`config.mk`:
```
export PLATFORM = sky130hd
export DESIGN_NAME = lcg_bounded_random_draw
export DESIGN_NICKNAME = d
export VERILOG_FILES = /design/src/lbrd_pkg.sv /design/src/lbrd_lcg.sv /design/src/lbrd_div.sv /design/src/lcg_bounded_random_draw.sv
export SDC_FILE = /design/constraint.sdc
export NUM_CORES = 1
export LEC_CHECK = 0
export BUFFER_PORTS_ARGS = -buffer_cell sky130_fd_sc_hd__buf_2
export CAP_MARGIN = 20
export CORE_MARGIN = 5
export CORE_UTILIZATION = 60
export DETAILED_ROUTE_END_ITERATION = 8
export PLACE_DENSITY = 0.77
export SYNTH_ARGS = -nofsm -noshare
export SYNTH_HDL_FRONTEND = slang
export SYNTH_HIERARCHICAL = 1
export SYNTH_SLANG_ARGS = --single-unit
```
`constraint.sdc`:
```
create_clock -name clk -period 12.2 [get_ports clk]
set_input_delay 1.22 -clock clk [delete_from_list [all_inputs] [get_ports clk]]
set_output_delay 1.22 -clock clk [all_outputs]
set_load 0.03 [all_outputs]
```
`src/lbrd_pkg.sv`:
```
// ----------------------------------------------------------------------------
// lbrd_pkg: shared types and constants
// Generator constants, request kinds and widths for the bounded random draw.
// ----------------------------------------------------------------------------
package lbrd_pkg;

  localparam int unsigned WORD_W = 32;
  localparam int unsigned FRAC_W = 15;
  localparam int unsigned OUT_W  = 48;

  localparam logic [WORD_W-1:0] LCG_MUL       = 32'h5D58_8B65;
  localparam logic [WORD_W-1:0] LCG_INC       = 32'h0000_0001;
  localparam logic [WORD_W-1:0] SEED_INIT     = 32'h0000_0001;
  localparam logic [WORD_W-1:0] WORD_ALL_ONES = 32'hFFFF_FFFF;
  localparam logic [WORD_W-1:0] ONE_RANGE     = 32'd1000;
  localparam logic [WORD_W-1:0] ONE_THRESHOLD = 32'd500;
  localparam logic [WORD_W-1:0] HUNDRED_RANGE = 32'd1009;
  localparam logic [WORD_W-1:0] MAG_ONE       = 32'd1;
  localparam logic [WORD_W-1:0] MAG_HUNDRED   = 32'd100;
  localparam logic [WORD_W-1:0] TEN           = 32'd10;

  // reciprocal of ten: (d * 205) >> 11 equals d / 10 for every d below 1029
  localparam logic [18:0]       TENTH_MUL     = 19'd205;

  // request kind carried on tuser
  typedef enum logic {
    FUNC_RAW     = 1'b0,
    FUNC_BOUNDED = 1'b1
  } func_t;

endpackage

```
`src/lbrd_lcg.sv`:
```
// ----------------------------------------------------------------------------
// lbrd_lcg: generator seed register
// Holds the 32-bit seed and advances it by one multiply-add on step.
// ----------------------------------------------------------------------------
module lbrd_lcg (
  input  logic                       clk,
  input  logic                       rst,
  input  logic                       step,
  output logic [lbrd_pkg::WORD_W-1:0] seed
);

  logic [lbrd_pkg::WORD_W-1:0] seed_next;

  assign seed_next = seed * lbrd_pkg::LCG_MUL + lbrd_pkg::LCG_INC;

  always_ff @(posedge clk) begin
    if (rst) begin
      seed <= lbrd_pkg::SEED_INIT;
    end else if (step) begin
      seed <= seed_next;
    end
  end

endmodule

```
`src/lbrd_div.sv`:
```
// ----------------------------------------------------------------------------
// lbrd_div: shared unsigned divider
// Restoring division, one quotient bit per cycle, done pulses after 32 steps.
// ----------------------------------------------------------------------------
module lbrd_div (
  input  logic                        clk,
  input  logic                        rst,
  input  logic                        start,
  input  logic [lbrd_pkg::WORD_W-1:0] dividend,
  input  logic [lbrd_pkg::WORD_W-1:0] divisor,
  output logic                        done,
  output logic [lbrd_pkg::WORD_W-1:0] quotient
);

  localparam int unsigned CNT_W = $clog2(lbrd_pkg::WORD_W);
  localparam logic [CNT_W-1:0] CNT_LAST = CNT_W'(lbrd_pkg::WORD_W - 1);

  logic                        busy;
  logic [CNT_W-1:0]            cnt;
  logic [lbrd_pkg::WORD_W-1:0] rem;
  logic [lbrd_pkg::WORD_W-1:0] dvs;
  logic [lbrd_pkg::WORD_W:0]   shifted;
  logic [lbrd_pkg::WORD_W:0]   trial;

  assign shifted = {rem, quotient[lbrd_pkg::WORD_W-1]};
  assign trial   = shifted - {1'b0, dvs};

  always_ff @(posedge clk) begin
    if (rst) begin
      busy <= 1'b0;
      done <= 1'b0;
      cnt  <= '0;
    end else begin
      done <= 1'b0;
      if (start) begin
        busy     <= 1'b1;
        cnt      <= '0;
        rem      <= '0;
        dvs      <= divisor;
        quotient <= dividend;
      end else if (busy) begin
        // remainder stays below the divisor, so the shifted value fits 33 bits
        if (trial[lbrd_pkg::WORD_W]) begin
          rem <= shifted[lbrd_pkg::WORD_W-1:0];
        end else begin
          rem <= trial[lbrd_pkg::WORD_W-1:0];
        end
        quotient <= {quotient[lbrd_pkg::WORD_W-2:0], ~trial[lbrd_pkg::WORD_W]};
        cnt      <= cnt + 1'b1;
        if (cnt == CNT_LAST) begin
          busy <= 1'b0;
          done <= 1'b1;
        end
      end
    end
  end

endmodule

```
`src/lcg_bounded_random_draw.sv`:
```
// Raw request: S_RAW takes the stepped seed, then S_FINISH loads the output.
// Zero-maximum bounded request goes straight to S_FINISH. Other bounded
//   requests run the partition divide, then a load and a divide per draw.
// Throughput: one request at a time; s_tready is high only while idle.
// Bounded-request rate is set by the single shared bit-serial divider.
// Reset: synchronous, active high; seed returns to 1, output register empties.
// ----------------------------------------------------------------------------
// lcg_bounded_random_draw: LCG draw with rejection-sampled bounded range
// Raw requests return the next generator word; bounded requests return a
// uniform value in [0, n] by rejection, shaped for the magic maxima 1 and 100.
// ----------------------------------------------------------------------------
module lcg_bounded_random_draw (
  input  logic        clk,
  input  logic        rst,
  // request channel
  input  logic        s_tvalid,
  output logic        s_tready,
  input  logic [31:0] s_tdata,   // [31:0] max_value (signed)
  input  logic [0:0]  s_tuser,   // [0] func
  // result channel
  output logic        m_tvalid,
  input  logic        m_tready,
  output logic [47:0] m_tdata    // [31:0] value, [46:32] fraction, [47] zero
);

  localparam int unsigned W = lbrd_pkg::WORD_W;

  typedef enum logic [2:0] {
    S_IDLE,
    S_RAW,
    S_PART,
    S_DRAW,
    S_DIVD,
    S_FINISH
  } state_t;

  // shaping applied after the draw
  typedef enum logic [1:0] {
    BND_PLAIN,
    BND_ONE,
    BND_HUNDRED
  } bnd_t;

  state_t         state;
  bnd_t           bnd;
  bnd_t           bnd_sel;
  logic [W-1:0]   n;
  logic [W-1:0]   n_sel;
  logic [W-1:0]   part;
  logic [W-1:0]   res;
  logic [W-1:0]   mag;
  logic           accept;
  logic           is_raw;
  logic [18:0]    tenth_prod;

  logic           lcg_step;
  logic [W-1:0]   seed;

  logic           div_start;
  logic [W-1:0]   div_a;
  logic [W-1:0]   div_b;
  logic           div_done;
  logic [W-1:0]   div_q;

  assign s_tready = (state == S_IDLE);
  assign accept   = s_tvalid && s_tready;
  assign is_raw   = (lbrd_pkg::func_t'(s_tuser[0]) == lbrd_pkg::FUNC_RAW);

  // magnitude; -2^31 wraps to 2^31 read unsigned
  assign mag = s_tdata[W-1] ? (W'(0) - s_tdata) : s_tdata;

  // accepted draw for max 100 is at most 1009, so 11 bits cover it
  assign tenth_prod = {8'd0, div_q[10:0]} * lbrd_pkg::TENTH_MUL;

  always_comb begin
    if (mag == lbrd_pkg::MAG_ONE) begin
      bnd_sel = BND_ONE;
      n_sel   = lbrd_pkg::ONE_RANGE;
    end else if (mag == lbrd_pkg::MAG_HUNDRED) begin
      bnd_sel = BND_HUNDRED;
      n_sel   = lbrd_pkg::HUNDRED_RANGE;
    end else begin
      bnd_sel = BND_PLAIN;
      n_sel   = mag;
    end
  end

  // generator advances on a raw request, after the partition, and on rejection
  always_comb begin
    lcg_step = 1'b0;
    case (state)
      S_IDLE:  lcg_step = accept && is_raw;
      S_PART:  lcg_step = div_done;
      S_DIVD:  lcg_step = div_done && (div_q > n);
      default: lcg_step = 1'b0;
    endcase
  end

  lbrd_lcg u_lcg (
    .clk  (clk),
    .rst  (rst),
    .step (lcg_step),
    .seed (seed)
  );

  lbrd_div u_div (
    .clk      (clk),
    .rst      (rst),
    .start    (div_start),
    .dividend (div_a),
    .divisor  (div_b),
    .done     (div_done),
    .quotient (div_q)
  );

  always_ff @(posedge clk) begin
    if (rst) begin
      state     <= S_IDLE;
      div_start <= 1'b0;
      m_tvalid  <= 1'b0;
    end else begin
      div_start <= 1'b0;
      // in S_FINISH the output register is reloaded below instead
      if (m_tvalid && m_tready && (state != S_FINISH)) begin
        m_tvalid <= 1'b0;
      end
      case (state)
        S_IDLE: begin
          if (accept) begin
            if (is_raw) begin
              state <= S_RAW;
            end else if (mag == '0) begin
              // zero maximum: no step, value 0
              res   <= '0;
              state <= S_FINISH;
            end else begin
              bnd       <= bnd_sel;
              n         <= n_sel;
              div_a     <= lbrd_pkg::WORD_ALL_ONES;
              div_b     <= n_sel + 1'b1;
              div_start <= 1'b1;
              state     <= S_PART;
            end
          end
        end
        S_RAW: begin
          res   <= seed;
          state <= S_FINISH;
        end
        S_PART: begin
          if (div_done) begin
            part  <= (div_q == '0) ? W'(1) : div_q;
            state <= S_DRAW;
          end
        end
        S_DRAW: begin
          div_a     <= seed;
          div_b     <= part;
          div_start <= 1'b1;
          state     <= S_DIVD;
        end
        S_DIVD: begin
          if (div_done) begin
            if (div_q > n) begin
              state <= S_DRAW;   // rejected, seed already stepped
            end else begin
              case (bnd)
                BND_ONE: begin
                  res   <= {{(W-1){1'b0}}, (div_q > lbrd_pkg::ONE_THRESHOLD)};
                  state <= S_FINISH;
                end
                BND_HUNDRED: begin
                  // divide by ten through the reciprocal product
                  res   <= {{(W-8){1'b0}}, tenth_prod[18:11]};
                  state <= S_FINISH;
                end
                default: begin
                  res   <= div_q;
                  state <= S_FINISH;
                end
              endcase
            end
          end
        end
        S_FINISH: begin
          // wait for the output register to drain
          if (!m_tvalid || m_tready) begin
            m_tvalid <= 1'b1;
            m_tdata  <= {1'b0, seed[lbrd_pkg::FRAC_W-1:0], res};
            state    <= S_IDLE;
          end
        end
        default: state <= S_IDLE;
      endcase
    end
  end

endmodule

```
# Yosys cells after proc, flatten, opt, wreduce, memory -nomap -nowiden
# Cells that the tools add are included.
# word_totals
regBits,349
latchBits,0
mem_bits_rw,0
mem_bits_ro,0
inputBits,37
out_inout_bits,50
wordCells,116
n_memories,0
# op_classes
addsub,5
n_mul,2
n_div,0
order_cmp,2
n_eq_ne,19
n_shift,0
n_mux,43
bitwise_logic,5
n_reduce_logical,23
# ops
operator,n
$mux W32,18
$pmux W32 S2,3
$pmux W32 S3,1
$add A32 B1 Y32 const B,2
$logic_not A32 Y1,2
$sub A33 B32 Y33,1
$eq A32 B1 Y1 const B,1
$eq A32 B7 Y1 const B,1
$gt A32 B32 Y1,1
$gt A32 B9 Y1 const B,1
$mul A32 B31 Y32 const B,1
$sub A1 B32 Y32 const A,1
$mux W3,7
$mul A11 B8 Y19 const B,1
$pmux W3 S6,1
$mux W1,10
$ne A2 B1 Y1 const B,5
$reduce_and A5 Y1,2
$reduce_and A7 Y1,1
$eq A3 B2 Y1 const B,2
$eq A3 B3 Y1 const B,2
$ne A2 B2 Y1 const B,3
$reduce_and A3 Y1,2
$add A5 B1 Y5 const B,1
other kinds (19),29

# Logic depth before layout (Yosys ltp)
# logic_depth
ltp_word,10
ltp_mapped,25
ltp_nobuf,25

# By module
# Netlist, hierarchy kept.
# by_module_without_submodules
module,n_inst,cells_each,area_per_inst_um2,seq_area_each_um2
lcg_bounded_random_draw,1,1091,12449.4,6376.1
lbrd_lcg,1,911,9081.2,640.6
lbrd_div,1,575,6137.1,3022.9

# Least setup slack after synthesis
# No wires, ideal clock.
# synth_timing
path_type,input to register
from,input s_tdata[0]
to,register div_a[0] (enable)
setup_time_ns,0.507
t_arrival_ns,6.996
required_ns,11.693
slack_ns,4.697
cell_stages,15
path_buffers,2
cell_sequence,inv_1 ha_1 or4b_1 or3_1 buf_2 o41a_1 xnor2_1 inv_1 and4bb_1 and4_1 buf_6 nand2_4 o311a_1 nand2_1 a21oi_1
# synth_between
elab_chain_len,5
# synth_lines
item,line_no,text
start: declaration,lcg_bounded_random_draw.sv:18,"input logic [31:0] s_tdata,"
$sub A1 B32 Y32,lcg_bounded_random_draw.sv:70,assign mag = s_tdata[W-1] ? (W'(0) - s_tdata) : s_tdata;
$mux W32 *,lcg_bounded_random_draw.sv:70,
$logic_not A32 Y1 *,lcg_bounded_random_draw.sv:132,end else if (mag == '0) begin
$ne A2 B2 Y1 (no line) *,--,
$reduce_and A5 Y1 (no line) *,--,
end signal: assignment,lcg_bounded_random_draw.sv:139,div_a <= lbrd_pkg::WORD_ALL_ONES;
end: declaration,lcg_bounded_random_draw.sv:60,logic [W-1:0] div_a;
# Every way passes the cells marked *; elsewhere a longest branch is shown, timed or not.
# A chain may end at the register's enable or synchronous reset.

# Worst setup path after layout
# layout_timing
from,register u_lcg/seed[10] (netlist bit)
to,register u_lcg/seed[31] (netlist bit)
# layout_between
elab_chain_len,2
# layout_lines
item,line_no,text
start: declaration,lbrd_lcg.sv:9,output logic [lbrd_pkg::WORD_W-1:0] seed
start signal: assignment,lbrd_lcg.sv:18,seed <= lbrd_pkg::SEED_INIT;
start signal: assignment,lbrd_lcg.sv:20,seed <= seed_next;
$mul A32 B31 Y32,lbrd_lcg.sv:14,assign seed_next = seed * lbrd_pkg::LCG_MUL + lbrd_pkg::LCG_INC;
$add A32 B1 Y32,lbrd_lcg.sv:14,
# Every way passes these cells.

==> impl_metrics.sql <==
INSERT INTO impl_metrics (metric_group, metric, value, unit) VALUES
('run_status', 'status', 'finished clean', ''),
('power_and_ir_drop', 'power.density', '260.2', 'nW/um2'),
('floorplan', 'area_of_the_core', '45480', 'um2'),
('routing', 'via_count', '19874', ''),
('place', 'buffer_ports.inserted', '85', ''),
('cts', 'cts_buffer_depth', '3', ''),
('cts', 'clockRootBuffer', 'clkbuf_16', ''),
('worst_setup_path', 'cp_slowest_stage_delay', '0.69', 'ns'),
('global_route', 'grtUsageTotal', '28.41', '%'),
('worst_hold_path', 'hp-class', 'flop to flop', ''),
('floorplan', 'floorplan.io_pins', '87', ''),
('sta', 'totalNegativeSetupSlack', '0', 'ns'),
('global_route', 'grt_pass1_wl', '112600', 'um'),
('sta', 'finalHoldViolations', '0', ''),
('worst_hold_path', 'worstHoldStart', 'div_b[7]$_DFFE_PP_', ''),
('cts', 'tritoncts.num_buffers', '39', ''),
('yosys', 'synth-async-reset-ratio', '0', '%'),
('floorplan', 'die_width', '224.7', 'um'),
('worst_setup_path', 'timing.critical_path.required', '12.66', 'ns'),
('global_route', 'grt_remaining_overflow', '0', ''),
('yosys', 'yosys_warnings', '6', ''),
('routing', 'route.detailed.vias_per_inst', '6.119', ''),
('finish', 'layout_cells_sized_above_1', '10.09', '%'),
('worst_hold_path', 'hold_path_depth', '0', ''),
('yosys', 'post-synth-top-area-fraction', '33.10', '%'),
('finish', 'flow.area_growth_from_synthesis', '8.353', '%'),
('worst_setup_path', 'path_common_cell', 'fa_1', ''),
('cts', 'cts_post_setup_buffers_inserted', '0', ''),
('finish', 'final_core_utilization', '65.92', '%'),
('floorplan', 'initial_core_util', '60.84', '%'),
('sta', 'tightest_slew', '1.195', 'ns'),
('global_route', 'pin_count_of_the_biggest_net_entering_global_routing', '54', ''),
('cts', 'cts_tree', 'done', ''),
('routing', 'drtAntennaViolNets', '0', ''),
('worst_setup_path', 'endpoint_kind', 'flop', ''),
('global_route', 'grt_antenna_before_repair', '1', ''),
('sta', 'achievable_clock_frequency', '0.1406', 'GHz'),
('routing', 'drt_wl_total', '72110', 'um'),
('sta', 'final.period_utilization', '58.28', '%'),
('run', 'max_cap_violations', '0', ''),
('power_and_ir_drop', 'finalPower', '7.801', 'mW'),
('worst_setup_path', 'critical_path.max_fanout', '10', ''),
('floorplan', 'design.die.area', '50510', 'um2'),
('worst_setup_path', 'critical_path_arrival', '7.57', 'ns'),
('finish', 'most-common-layout-cells', 'inv_1 (439), ha_1 (321), edfxtp_1 (305)', ''),
('yosys', 'synth_area', '27670', 'um2'),
('sta', 'final.setup_skew', '0.01808', 'ns'),
('power_and_ir_drop', 'vdd_drop_max', '0.3662', 'mV'),
('place', 'place_hpwl', '54960', 'um'),
('worst_setup_path', 'cp_startpoint_kind', 'flop', ''),
('yosys', 'synth_top_cells_by_area', 'edfxtp_1 (33%), ha_1 (15%), fa_1 (13%)', ''),
('yosys', 'post_synth.cell_area_avg', '10.74', 'um2'),
('yosys', 'synth_cell_types', '98', ''),
('worst_setup_path', 'critical-path-slowest-cell', 'dfxtp_1', ''),
('sta', 'max_transition_viols_final', '0', ''),
('finish', 'final_design_area_no_fill', '29980', 'um2'),
('yosys', 'synth_enable_flop_cells', '305', ''),
('yosys', 'syn-instance-count', '2577', ''),
('yosys', 'proportion_of_synthesized_chip_area_in_sequential_cells', '36.29', '%'),
('cts', 'path_clk_slew', '0.06', 'ns'),
('routing', 'drtIter0Drc', '2000', ''),
('finish', 'final_net_count', '3157', ''),
('worst_setup_path', 'timing_worst_setup_path_type', 'flop to flop', ''),
('floorplan', 'die_height', '224.7', 'um'),
('sta', 'slew_headroom', '20.36', '%'),
('sta', 'finalHoldWorstSlack', '0.4116', 'ns'),
('yosys', 'synthesis.nets', '3118', ''),
('sta', 'unrepaired_setup_endpoints_after_global_routing', 'false', ''),
('cts', 'clock_sink_count', '349', ''),
('worst_setup_path', 'ff2ff_setup_slack', '5.09', 'ns'),
('cts', 'clkLatencyLatePin', '0.56', 'ns');
==> kinds of logic after synthesis <==
logic type / share of synthesized area (%)
compound gates: 11.45
buf+inv: 7.629
simple gates: 10.21
mux: 2.320
other cells: 0.01355
flops: 36.29
xor+xnor: 4.337
fa+ha+maj: 27.76
==> sequential cells by signal, indices dropped and copies added (netlist names), 2 cells and up <==
| register | flops |
|---|---|
| bnd | 2 |
| div_a | 32 |
| div_b | 32 |
| m_tdata | 47 |
| n | 32 |
| part | 32 |
| res | 32 |
| state | 3 |
| u_div/cnt | 5 |
| u_div/dvs | 32 |
| u_div/quotient | 32 |
| u_div/rem | 32 |
| u_lcg/seed | 32 |
==> power breakdown <==
group / leakage [nW] / internal, mW / switching [mW]
logic: 9.36 / 2.05 / 2.97
clock network: 0.664 / 0.759 / 0.508
registers: 3.07 / 1.40 / 0.109
==> worst max-delay path by stage <==
stage	from	to	slack [ns]	depth (start not counted)
2_1_floorplan	s_tdata[0]	div_a[0]$_SDFFCE_PN1P_	4.70	15
3_3_place_gp	u_lcg/seed[10]$_SDFFE_PP0P_	u_lcg/seed[31]$_SDFFE_PP0P_	5.36	23
3_5_place_dp	u_lcg/seed[10]$_SDFFE_PP0P_	u_lcg/seed[31]$_SDFFE_PP0P_	5.12	23
4_1_cts	u_lcg/seed[10]$_SDFFE_PP0P_	u_lcg/seed[31]$_SDFFE_PP0P_	5.11	23
5_1_grt	u_lcg/seed[10]$_SDFFE_PP0P_	u_lcg/seed[31]$_SDFFE_PP0P_	4.74	23
6_report	u_lcg/seed[10]$_SDFFE_PP0P_	u_lcg/seed[31]$_SDFFE_PP0P_	5.09	23
==> through the flow <==
step           instances  setup slack [ns]
2_1_floorplan       2577             4.697
3_3_place_gp        3175             5.358
3_5_place_dp        3175             5.117
4_1_cts             3247             5.106
5_1_grt             3247             4.745
6_report            3248             5.090
==> final cells by class <==
cell class | instances | area [um2]
clock inverter | 26 | 365.4
clock buffer | 46 | 1022
sequential | 349 | 10040
tap | 600 | 750.7
inverter | 439 | 1648
multi-input combinational | 1683 | 15580
fill | 3489 | 15500
timing repair buffer | 104 | 568.0
antenna | 1 | 2.502
==> routing by layer <==
layer	GRT usage [%]	wire length, um	share of wire, %
met3	5.521	5692	7.9
met2	47.16	34520	48
met1	37.71	29400	41
met4	9.841	2492	3.5
met5	0	0	0
==> worst max-delay path, delay by kind of cell, from the launching register on <==
kind / cells / cell delay (ns)
buffers and inverters: 6 / 0.37
and+or+nand+nor: 4 / 0.74
AOI/OAI and AO/OA: 4 / 0.86
adders and majority gates: 9 / 4.36
DFF: 1 / 0.69
==> synthesized netlist by cell type (33+ instances only) <==
cell and number:
ha_1 321, o21ai_0 90, xnor2_1 101, a21oi_1 111
clkbuf_1 87, nand2_1 84, nand3_1 41, or3_1 54
mux2_2 33, xor2_1 36, edfxtp_1 305, nor2_1 131
a21o_1 38, fa_1 183, dfxtp_1 44, inv_1 439
Power figures use the tool's default switching activity.
